--- src/sv/ssp_pkg.sv ---
// Shared constants, field widths and types of the shortest-path core.
package ssp_pkg;

  // Field widths of the stream items and registers
  localparam int CMD_W = 2;
  localparam int VTX_W = 4;
  localparam int WGT_W = 16;
  localparam int CNT_W = 5;

  localparam int IN_TDATA_W  = 32;
  localparam int OUT_TDATA_W = 24;

  localparam int CFG_IDX_W  = 4;
  localparam int CFG_DATA_W = 16;

  // Commands
  localparam logic [CMD_W-1:0] CMD_WRITE = 2'd0;
  localparam logic [CMD_W-1:0] CMD_CLEAR = 2'd1;
  localparam logic [CMD_W-1:0] CMD_RUN   = 2'd2;

  // Register indexes
  localparam logic [CFG_IDX_W-1:0] REG_VERTEX_COUNT = 4'd0;
  localparam logic [CFG_IDX_W-1:0] REG_UNREACHABLE  = 4'd1;

  // Reset values
  localparam logic [CNT_W-1:0] VERTEX_COUNT_RST = 5'd16;
  localparam logic [WGT_W-1:0] UNREACHABLE_RST  = 16'd99;

  // Parameter defaults
  localparam int DEF_MAX_VERTICES = 16;
  localparam int DEF_WEIGHT_BITS  = 16;

  // Weight matrix control
  typedef struct packed {
    logic wr;
    logic clr;
  } mat_cmd_t;

endpackage

--- src/sv/ssp_matrix.sv ---
// Weight matrix memory with per-cell valid bits and a latched fill value for clears.
module ssp_matrix #(
  parameter int MAX_VERTICES = ssp_pkg::DEF_MAX_VERTICES,
  parameter int WEIGHT_BITS  = ssp_pkg::DEF_WEIGHT_BITS
) (
  input  logic                                clk_i,
  input  logic                                rst_ni,
  input  ssp_pkg::mat_cmd_t                   cmd_i,
  input  logic [2*$clog2(MAX_VERTICES)-1:0]   waddr_i,
  input  logic [WEIGHT_BITS-1:0]              wdata_i,
  input  logic [WEIGHT_BITS-1:0]              fill_i,
  input  logic [2*$clog2(MAX_VERTICES)-1:0]   raddr_i,
  output logic [WEIGHT_BITS-1:0]              rdata_o
);
  import ssp_pkg::*;

  localparam int IDX_W = $clog2(MAX_VERTICES);
  localparam int ADR_W = 2 * IDX_W;
  localparam int DEPTH = 2 ** ADR_W;

  logic [WEIGHT_BITS-1:0] mem [DEPTH];
  logic [DEPTH-1:0]       valid_q;
  logic [WEIGHT_BITS-1:0] fill_q;
  logic [WEIGHT_BITS-1:0] rd_q;
  logic                   rd_valid_q;
  logic                   rd_diag_q;

  always_ff @(posedge clk_i) begin
    if (cmd_i.wr) begin
      mem[waddr_i] <= wdata_i;
    end
    rd_q <= mem[raddr_i];
  end

  // A cell that was not written since the last clear reads as zero on the diagonal and as the clear pattern elsewhere
  always_ff @(posedge clk_i or negedge rst_ni) begin
    if (!rst_ni) begin
      valid_q    <= '0;
      fill_q     <= WEIGHT_BITS'(UNREACHABLE_RST);
      rd_valid_q <= 1'b0;
      rd_diag_q  <= 1'b0;
    end else begin
      if (cmd_i.clr) begin
        valid_q <= '0;
        fill_q  <= fill_i;
      end else if (cmd_i.wr) begin
        valid_q[waddr_i] <= 1'b1;
      end
      rd_valid_q <= valid_q[raddr_i];
      rd_diag_q  <= (raddr_i[ADR_W-1:IDX_W] == raddr_i[IDX_W-1:0]);
    end
  end

  always_comb begin
    if (rd_valid_q) begin
      rdata_o = rd_q;
    end else if (rd_diag_q) begin
      rdata_o = '0;
    end else begin
      rdata_o = fill_q;
    end
  end

endmodule

--- src/sv/ssp_dist_ram.sv ---
// Distance store: one write port, one registered read port.
module ssp_dist_ram #(
  parameter int MAX_VERTICES = ssp_pkg::DEF_MAX_VERTICES,
  parameter int WEIGHT_BITS  = ssp_pkg::DEF_WEIGHT_BITS
) (
  input  logic                              clk_i,
  input  logic                              we_i,
  input  logic [$clog2(MAX_VERTICES)-1:0]   waddr_i,
  input  logic [WEIGHT_BITS-1:0]            wdata_i,
  input  logic [$clog2(MAX_VERTICES)-1:0]   raddr_i,
  output logic [WEIGHT_BITS-1:0]            rdata_o
);
  import ssp_pkg::*;

  localparam int DEPTH = 2 ** $clog2(MAX_VERTICES);

  logic [WEIGHT_BITS-1:0] mem [DEPTH];
  logic [WEIGHT_BITS-1:0] rd_q;

  always_ff @(posedge clk_i) begin
    if (we_i) begin
      mem[waddr_i] <= wdata_i;
    end
    rd_q <= mem[raddr_i];
  end

  assign rdata_o = rd_q;

endmodule

--- src/sv/ssp_alu.sv ---
// Shared add-and-compare unit: take when cur exceeds base plus addend and, with the edge check on, addend is not inf.
module ssp_alu #(
  parameter int WEIGHT_BITS = ssp_pkg::DEF_WEIGHT_BITS
) (
  input  logic [WEIGHT_BITS-1:0] base_i,
  input  logic [WEIGHT_BITS-1:0] addend_i,
  input  logic [WEIGHT_BITS-1:0] cur_i,
  input  logic [WEIGHT_BITS-1:0] inf_i,
  input  logic                   check_edge_i,
  output logic [WEIGHT_BITS:0]   sum_o,
  output logic                   take_o
);
  import ssp_pkg::*;

  logic is_edge;

  // Full-width sum, no wrap
  assign sum_o   = {1'b0, base_i} + {1'b0, addend_i};
  assign is_edge = !check_edge_i || (addend_i != inf_i);
  assign take_o  = is_edge && ({1'b0, cur_i} > sum_o);

endmodule

--- src/sv/single_source_shortest_path_core.sv ---
// Shortest-path core: sequencer over the weight matrix, distance store and shared unit.
//
// Holds a MAX_VERTICES square weight matrix (diagonal 0, other cells the
// unreachable value) and answers three commands on the input stream: write one
// edge weight, clear the matrix, or run Dijkstra from vertex 0. Writes and
// clears do not leave the idle state, so the core stays ready for items; a
// clear is immediate because every cell carries a valid bit, so there is no
// clearing pass after reset or clear. A run over n vertices is sequenced
// through one add-and-compare unit, a single-read weight memory and a
// single-read distance memory, each element visited in a read state and then
// a state that uses the data: it loads the first row, then runs up to n-1
// rounds of minimum scan plus relaxation, then emits the distances, waiting
// out any output stall. The core does not accept items during a run. One
// result per vertex leaves in vertex order with tlast on the final vertex.
module single_source_shortest_path_core #(
  parameter int MAX_VERTICES = ssp_pkg::DEF_MAX_VERTICES,
  parameter int WEIGHT_BITS  = ssp_pkg::DEF_WEIGHT_BITS
) (
  input  logic                             clk_i,
  input  logic                             rst_ni,
  // fields from bit 0: command[1:0], row[5:2], col[9:6], weight[25:10], zero pad
  input  logic [ssp_pkg::IN_TDATA_W-1:0]   s_axis_tdata,
  input  logic                             s_axis_tvalid,
  output logic                             s_axis_tready,
  // fields from bit 0: vertex[3:0], distance[19:4], zero pad
  output logic [ssp_pkg::OUT_TDATA_W-1:0]  m_axis_tdata,
  output logic                             m_axis_tlast,
  output logic                             m_axis_tvalid,
  input  logic                             m_axis_tready,
  input  logic                             cfg_valid_i,
  output logic                             cfg_ready_o,
  input  logic [ssp_pkg::CFG_IDX_W-1:0]    cfg_index_i,
  input  logic [ssp_pkg::CFG_DATA_W-1:0]   cfg_data_i
);
  import ssp_pkg::*;

  localparam int IDX_W = $clog2(MAX_VERTICES);
  localparam int ADR_W = 2 * IDX_W;

  localparam logic [3:0] ST_IDLE     = 4'd0;
  localparam logic [3:0] ST_INIT_RD  = 4'd1;
  localparam logic [3:0] ST_INIT_WR  = 4'd2;
  localparam logic [3:0] ST_SCAN_RD  = 4'd3;
  localparam logic [3:0] ST_SCAN_CMP = 4'd4;
  localparam logic [3:0] ST_REL_RD   = 4'd5;
  localparam logic [3:0] ST_REL_CMP  = 4'd6;
  localparam logic [3:0] ST_OUT_RD   = 4'd7;
  localparam logic [3:0] ST_OUT_SHOW = 4'd8;

  // Input fields
  logic [CMD_W-1:0] in_cmd;
  logic [VTX_W-1:0] in_row;
  logic [VTX_W-1:0] in_col;
  logic [WGT_W-1:0] in_weight;

  assign in_cmd    = s_axis_tdata[1:0];
  assign in_row    = s_axis_tdata[5:2];
  assign in_col    = s_axis_tdata[9:6];
  assign in_weight = s_axis_tdata[25:10];

  logic [3:0]              state_q, state_d;
  logic [IDX_W-1:0]        j_q, j_d;
  logic [IDX_W-1:0]        u_q, u_d;
  logic [IDX_W-1:0]        round_q, round_d;
  logic [IDX_W-1:0]        n_m1_q, n_m1_d;
  logic [WEIGHT_BITS-1:0]  best_q, best_d;
  logic                    found_q, found_d;
  logic [MAX_VERTICES-1:0] visited_q, visited_d;
  logic [CNT_W-1:0]        vcount_q;
  logic [WGT_W-1:0]        unreach_q;

  logic [WEIGHT_BITS-1:0] inf;
  logic [IDX_W-1:0]       n_m1_cmd;
  logic                   in_acc;
  logic                   in_range;
  logic                   j_last;

  mat_cmd_t               mat_cmd;
  logic [ADR_W-1:0]       mat_waddr;
  logic [ADR_W-1:0]       mat_raddr;
  logic [WEIGHT_BITS-1:0] mat_rdata;

  logic                   dist_we;
  logic [WEIGHT_BITS-1:0] dist_wdata;
  logic [WEIGHT_BITS-1:0] dist_rdata;

  logic [WEIGHT_BITS-1:0] alu_base;
  logic [WEIGHT_BITS-1:0] alu_addend;
  logic [WEIGHT_BITS-1:0] alu_cur;
  logic                   alu_check;
  logic [WEIGHT_BITS:0]   alu_sum;
  logic                   alu_take;
  logic                   scan_take;

  assign inf      = WEIGHT_BITS'(unreach_q);
  assign in_acc   = s_axis_tvalid && s_axis_tready;
  assign in_range = (int'(in_row) < MAX_VERTICES) && (int'(in_col) < MAX_VERTICES);
  assign j_last   = (j_q == n_m1_q);

  // Vertex count of zero acts as one, above the matrix size acts as the size
  always_comb begin
    if (vcount_q == '0) begin
      n_m1_cmd = '0;
    end else if (int'(vcount_q) > MAX_VERTICES) begin
      n_m1_cmd = IDX_W'(MAX_VERTICES - 1);
    end else begin
      n_m1_cmd = IDX_W'(vcount_q - 1'b1);
    end
  end

  // Configuration
  assign cfg_ready_o = 1'b1;

  always_ff @(posedge clk_i or negedge rst_ni) begin
    if (!rst_ni) begin
      vcount_q  <= VERTEX_COUNT_RST;
      unreach_q <= UNREACHABLE_RST;
    end else if (cfg_valid_i) begin
      if (cfg_index_i == REG_VERTEX_COUNT) begin
        vcount_q <= cfg_data_i[CNT_W-1:0];
      end else if (cfg_index_i == REG_UNREACHABLE) begin
        unreach_q <= cfg_data_i;
      end
    end
  end

  // Memory hookup
  assign mat_cmd.wr = in_acc && (in_cmd == CMD_WRITE) && in_range;
  assign mat_cmd.clr = in_acc && (in_cmd == CMD_CLEAR);
  assign mat_waddr  = {IDX_W'(in_row), IDX_W'(in_col)};
  assign mat_raddr  = {((state_q == ST_REL_RD) ? u_q : {IDX_W{1'b0}}), j_q};

  ssp_matrix #(
    .MAX_VERTICES (MAX_VERTICES),
    .WEIGHT_BITS  (WEIGHT_BITS)
  ) u_matrix (
    .clk_i   (clk_i),
    .rst_ni  (rst_ni),
    .cmd_i   (mat_cmd),
    .waddr_i (mat_waddr),
    .wdata_i (WEIGHT_BITS'(in_weight)),
    .fill_i  (inf),
    .raddr_i (mat_raddr),
    .rdata_o (mat_rdata)
  );

  ssp_dist_ram #(
    .MAX_VERTICES (MAX_VERTICES),
    .WEIGHT_BITS  (WEIGHT_BITS)
  ) u_dist (
    .clk_i   (clk_i),
    .we_i    (dist_we),
    .waddr_i (j_q),
    .wdata_i (dist_wdata),
    .raddr_i (j_q),
    .rdata_o (dist_rdata)
  );

  // Scan compares best > dist[j]; relax compares dist[j] > dist[u] + w
  always_comb begin
    if (state_q == ST_SCAN_CMP) begin
      alu_base   = dist_rdata;
      alu_addend = '0;
      alu_cur    = best_q;
      alu_check  = 1'b0;
    end else begin
      alu_base   = best_q;
      alu_addend = mat_rdata;
      alu_cur    = dist_rdata;
      alu_check  = 1'b1;
    end
  end

  ssp_alu #(
    .WEIGHT_BITS (WEIGHT_BITS)
  ) u_alu (
    .base_i       (alu_base),
    .addend_i     (alu_addend),
    .cur_i        (alu_cur),
    .inf_i        (inf),
    .check_edge_i (alu_check),
    .sum_o        (alu_sum),
    .take_o       (alu_take)
  );

  assign scan_take = !visited_q[j_q] && alu_take;

  always_comb begin
    if (state_q == ST_INIT_WR) begin
      dist_we    = 1'b1;
      dist_wdata = (j_q == '0) ? '0 : mat_rdata;
    end else begin
      dist_we    = (state_q == ST_REL_CMP) && alu_take;
      dist_wdata = alu_sum[WEIGHT_BITS-1:0];
    end
  end

  // Sequencer
  always_comb begin
    state_d   = state_q;
    j_d       = j_q;
    u_d       = u_q;
    round_d   = round_q;
    n_m1_d    = n_m1_q;
    best_d    = best_q;
    found_d   = found_q;
    visited_d = visited_q;
    unique case (state_q)
      ST_IDLE: begin
        if (in_acc && (in_cmd == CMD_RUN)) begin
          n_m1_d  = n_m1_cmd;
          j_d     = '0;
          state_d = ST_INIT_RD;
        end
      end
      ST_INIT_RD: begin
        state_d = ST_INIT_WR;
      end
      ST_INIT_WR: begin
        if (j_last) begin
          visited_d    = '0;
          visited_d[0] = 1'b1;
          round_d      = '0;
          best_d       = inf;
          found_d      = 1'b0;
          j_d          = '0;
          state_d      = (n_m1_q == '0) ? ST_OUT_RD : ST_SCAN_RD;
        end else begin
          j_d     = j_q + 1'b1;
          state_d = ST_INIT_RD;
        end
      end
      ST_SCAN_RD: begin
        state_d = ST_SCAN_CMP;
      end
      ST_SCAN_CMP: begin
        if (scan_take) begin
          best_d  = dist_rdata;
          u_d     = j_q;
          found_d = 1'b1;
        end
        if (j_last) begin
          j_d = '0;
          // Stop relaxing when nothing unvisited is reachable
          if (found_d) begin
            visited_d[u_d] = 1'b1;
            state_d        = ST_REL_RD;
          end else begin
            state_d = ST_OUT_RD;
          end
        end else begin
          j_d     = j_q + 1'b1;
          state_d = ST_SCAN_RD;
        end
      end
      ST_REL_RD: begin
        state_d = ST_REL_CMP;
      end
      ST_REL_CMP: begin
        if (j_last) begin
          j_d = '0;
          if (({1'b0, round_q} + 1'b1) < {1'b0, n_m1_q}) begin
            round_d = round_q + 1'b1;
            best_d  = inf;
            found_d = 1'b0;
            state_d = ST_SCAN_RD;
          end else begin
            state_d = ST_OUT_RD;
          end
        end else begin
          j_d     = j_q + 1'b1;
          state_d = ST_REL_RD;
        end
      end
      ST_OUT_RD: begin
        state_d = ST_OUT_SHOW;
      end
      ST_OUT_SHOW: begin
        if (m_axis_tready) begin
          if (j_last) begin
            state_d = ST_IDLE;
          end else begin
            j_d     = j_q + 1'b1;
            state_d = ST_OUT_RD;
          end
        end
      end
      default: begin
        state_d = ST_IDLE;
      end
    endcase
  end

  always_ff @(posedge clk_i or negedge rst_ni) begin
    if (!rst_ni) begin
      state_q   <= ST_IDLE;
      j_q       <= '0;
      u_q       <= '0;
      round_q   <= '0;
      n_m1_q    <= '0;
      best_q    <= '0;
      found_q   <= 1'b0;
      visited_q <= '0;
    end else begin
      state_q   <= state_d;
      j_q       <= j_d;
      u_q       <= u_d;
      round_q   <= round_d;
      n_m1_q    <= n_m1_d;
      best_q    <= best_d;
      found_q   <= found_d;
      visited_q <= visited_d;
    end
  end

  // Stream ports; the read register holds the distance while the item waits
  assign s_axis_tready = (state_q == ST_IDLE);
  assign m_axis_tvalid = (state_q == ST_OUT_SHOW);
  assign m_axis_tlast  = j_last;
  assign m_axis_tdata  = {{(OUT_TDATA_W - VTX_W - WGT_W){1'b0}},
                          WGT_W'(dist_rdata), VTX_W'(j_q)};

endmodule
--- config.mk ---
export PLATFORM = sky130hd
export DESIGN_NAME = single_source_shortest_path_core
export DESIGN_NICKNAME = d
export VERILOG_FILES = /design/src/sv/ssp_pkg.sv /design/src/sv/ssp_matrix.sv /design/src/sv/ssp_dist_ram.sv /design/src/sv/ssp_alu.sv /design/src/sv/single_source_shortest_path_core.sv
export SDC_FILE = /design/constraint.sdc
export NUM_CORES = 2
export LEC_CHECK = 0
export BUFFER_PORTS_ARGS = -buffer_cell sky130_fd_sc_hd__clkbuf_2
export CELL_PAD_IN_SITES_DETAIL_PLACEMENT = 2
export CELL_PAD_IN_SITES_GLOBAL_PLACEMENT = 2
export CORE_MARGIN = 10
export CORE_UTILIZATION = 40
export CTS_CLUSTER_SIZE = 28
export DETAILED_ROUTE_END_ITERATION = 12
export GPL_TIMING_DRIVEN = 0
export PLACE_DENSITY = 0.71
export SYNTH_ARGS = -nofsm -noshare
export SYNTH_HDL_FRONTEND = slang
export SYNTH_MEMORY_MAX_BITS = 65536
export SYNTH_SLANG_ARGS = --single-unit
--- constraint.sdc ---
create_clock -name clk_i -period 20.4 [get_ports clk_i]
set_clock_uncertainty 0.1 [all_clocks]
set_input_delay 3.06 -clock clk_i [delete_from_list [all_inputs] [get_ports clk_i]]
set_output_delay 3.06 -clock clk_i [all_outputs]
set_load 0.02 [all_outputs]
==> summary.txt <==
Gate Count Post-Synth: 8541
Width of the die: 695 um
Share of post-route cells with drive strength above 1: 0.288
Core area: 0.453 mm2
Syn_area_per_cell: 21.3 um2
Die Footprint: 0.483 mm2
Part of the cycle the worst path needs: 0.441
Final net count: 9572
Worst IR drop on VDD: 86.8 uV
Async set or reset register ratio after synthesis: 0.0735
Largest register FFs: 4096
Most numerous cell in the Yosys netlist: edfxtp_1
Clk Latency, worst-skew pair: 1.09 ns
Top achievable clock speed: 0.111 GHz
Vias post-DR: 104000
Drt total wl: 705000 um
RD Place Congestion: 0.885
CTS buffer count: 518
Io pins: 85
Detailed Route Iter0 Violations: 16000
Initial antenna violation count: 62
Met1 wire length: 253000 um
Overall routing resource usage: 0.286
FILL cells: 40000
EDFF count, synth: 4352
Slew Viols, Final: 68
Vias/cell: 6.52
#FFs+latches synth: 4732
H-tree depth: 6
Clock transition at the registers of the reported paths: 0.06 ns
Post-synth top flop: edfxtp_1
Critical Path End Type: flip-flop
Hold Crit Class: reg2reg
Regs by FF count: u_matrix.mem x4096, u_dist.mem x256, u_matrix.valid_q x256
Setup violators final: 0
Routed wire per std cell: 44.3 um
Cts repair resizes: 0
Yosys top cell area share: 0.717
# rows: 247
Tmin final: 9.00 ns
Post-route DRC violation count: 0
Kind of critical path: reg2reg
Setup tns final: 0 ns
Seq/Total Area, Yosys: 0.769
Root Driver: clkbuf_16
Status: finished with violations
# hold bufs at CTS: 0
Leading area contributor after synthesis: edfxtp_1
Vias in the first global route: 108000
Port buffer count: 73
Final HPWL DP: 456000 um
Distinct cell type count after synthesis: 79
WP data arrival: 9.64 ns
Initial Utilization: 0.402
GRT overflow: 0
Violated checks: max-capacitance violations, max-slew violations
Die height: 695 um
CP required: 21.03 ns
Remaining antenna violation count: 0
Num Clock Sinks: 4732
Power Dens Cells: 114 mW/mm2
Relative slew slack: -0.0928
Critical Path Source Type: flip-flop
Postcts setup bufs: 0
Netlist Area Pre-Place: 0.182 mm2
Yosys warns: 0
Final-report hold violation count: 0
Least-Margin Pin Slew: 1.64 ns
Clock buffer depth: 4
Most frequent cells after synthesis: 4352 x edfxtp_1, 1173 x mux4_2, 516 x nor2_1
Leakage power: 68.3 nW
Largest register by flop count: u_matrix.mem
Routed wl met2: 335000 um
Max-capacitance violation count: 9
P&R area growth vs syn: 17.5%
First-pass GRT wire length: 965000 um
Metal3 WL: 72100 um
CP Max Fanout: 10
Highest metal used: met5
Area contributors post-synth: edfxtp_1 72%, mux4_2 15%, dfrtp_1 4.7%
CTS tree: done
Pwr Total: 24.3 mW
Drt first pass iters: 6
RSZ-0062 raised after global routing: no
Worst reg2reg setup slack: 11.40 ns
Largest net degree at the start of global routing: 153
==> cells by family after synthesis <==
family | Yosys count | synth area share
xor+xnor | 27 | 0.00130
buf+inv | 551 | 0.0123
other cells | 2 | 0.0000412
simple gates | 878 | 0.0203
mux | 1217 | 0.148
compound gates | 1091 | 0.0467
fa+ha+maj | 43 | 0.00297
flops | 4732 | 0.769
==> final timing paths <==
kind / startpoint / endpoint / cells after the start
worst max-delay path: state_q[0]$_DFFE_PN0P_ / u_dist.mem[11][8]$_DFFE_PP_ / 23
worst min-delay path: u_matrix.fill_q[0]$_DFFE_PN1P_ / u_matrix.fill_q[0]$_DFFE_PN1P_ / 2
worst max register to register: state_q[0]$_DFFE_PN0P_ / u_dist.mem[11][8]$_DFFE_PP_ / 23
worst min register to register: u_matrix.fill_q[0]$_DFFE_PN1P_ / u_matrix.fill_q[0]$_DFFE_PN1P_ / 2
max in group asynchronous: rst_ni / u_matrix.valid_q[233]$_DFFE_PN0P_ / 3
min in group asynchronous: rst_ni / inf[12]$_DFFE_PN0P_ / 1
==> through the flow <==
step | instance area, um2 | utilization | hold WS (ns) | setup slack, ns | instances
after floorplan | 182000 | - | 0.336 | 13.94 | 8544
after global placement | 190000 | 0.419 | 0.362 | 7.09 | 14600
after detailed placement | 197000 | 0.435 | 0.362 | 11.42 | 14900
after CTS | 214000 | 0.472 | 0.373 | 11.39 | 15900
after global routing | 214000 | 0.472 | 0.381 | 11.02 | 15900
final | 214000 | 0.473 | 0.371 | 11.40 | 15900
==> layout by cell type, fill, tap and decap left out, types with 15 or more instances in the layout <==
cell and count:
mux2_2 33, a221oi_1 277, buf_12 20, a21oi_1 31
xor2_1 15, dfxtp_1 32, ha_1 40, o22ai_1 181
nor2_1 244, bufinv_16 26, buf_6 15, clkbuf_2 114
diode_2 41, clkbuf_8 62, clkbuf_16 536, buf_1 55
buf_2 119, nor2_2 272, mux4_2 1173, o21a_1 197
nand3_1 34, o21ai_0 46, buf_8 210, a22oi_1 19
inv_6 16, clkbuf_1 440, clkinv_1 68, clkinv_2 56
buf_16 90, a22o_1 272, inv_1 28, nand2_1 225
or2_2 21, dfrtp_1 339, edfxtp_1 4352
==> critical path, cell delays in order (launching register included) <==
cell and delay, ns:
dfrtp_1 0.38, buf_2 0.20, nor4b_4 0.62, clkbuf_1 0.54, clkbuf_1 0.51, buf_1 0.49, nor2_1 0.12, ha_1 0.34
or2_2 0.33, a21oi_1 0.17, o211ai_1 0.20, a41oi_1 0.69, nand2_1 0.14, a21oi_1 0.23, xor2_1 0.28, ha_1 0.23
nand4_1 0.15, nor4_1 0.48, a2bb2oi_1 0.15, a211o_1 0.44, o31ai_1 0.49, nand2_1 0.37, nor2_2 0.73, buf_6 0.27
==> where the power goes <==
part | total (mW) | leakage, nW | internal [mW] | switching, mW
registers | 10.9 | 44.2 | 10.8 | 0.118
clock network | 9.62 | 8.16 | 5.38 | 4.24
logic | 3.75 | 16.0 | 1.34 | 2.41
==> layer usage <==
| metal | GRT usage | vias to the layer above |
|---|---|---|
| met2 | 0.457 | 7474 |
| met1 | 0.357 | 56500 |
| met5 | 0 | - |
| met3 | 0.0745 | 1747 |
| li1 | - | 38000 |
| met4 | 0.158 | 34 |
==> final cells by class <==
class | count | area, um2 | share of cell area
clock buffer | 739 | 14600 | 0.0683
clock inverter | 207 | 2180 | 0.0102
buffer | 521 | 2210 | 0.0103
sequential | 4732 | 140000 | 0.654
timing repair buffer | 410 | 6730 | 0.0314
multi-input combinational | 3261 | 40700 | 0.190
antenna | 41 | 103 | 0.000479
tap | 5976 | 7480 | 0.0349
inverter | 30 | 113 | 0.000526
Power figures use the tool's default switching activity.
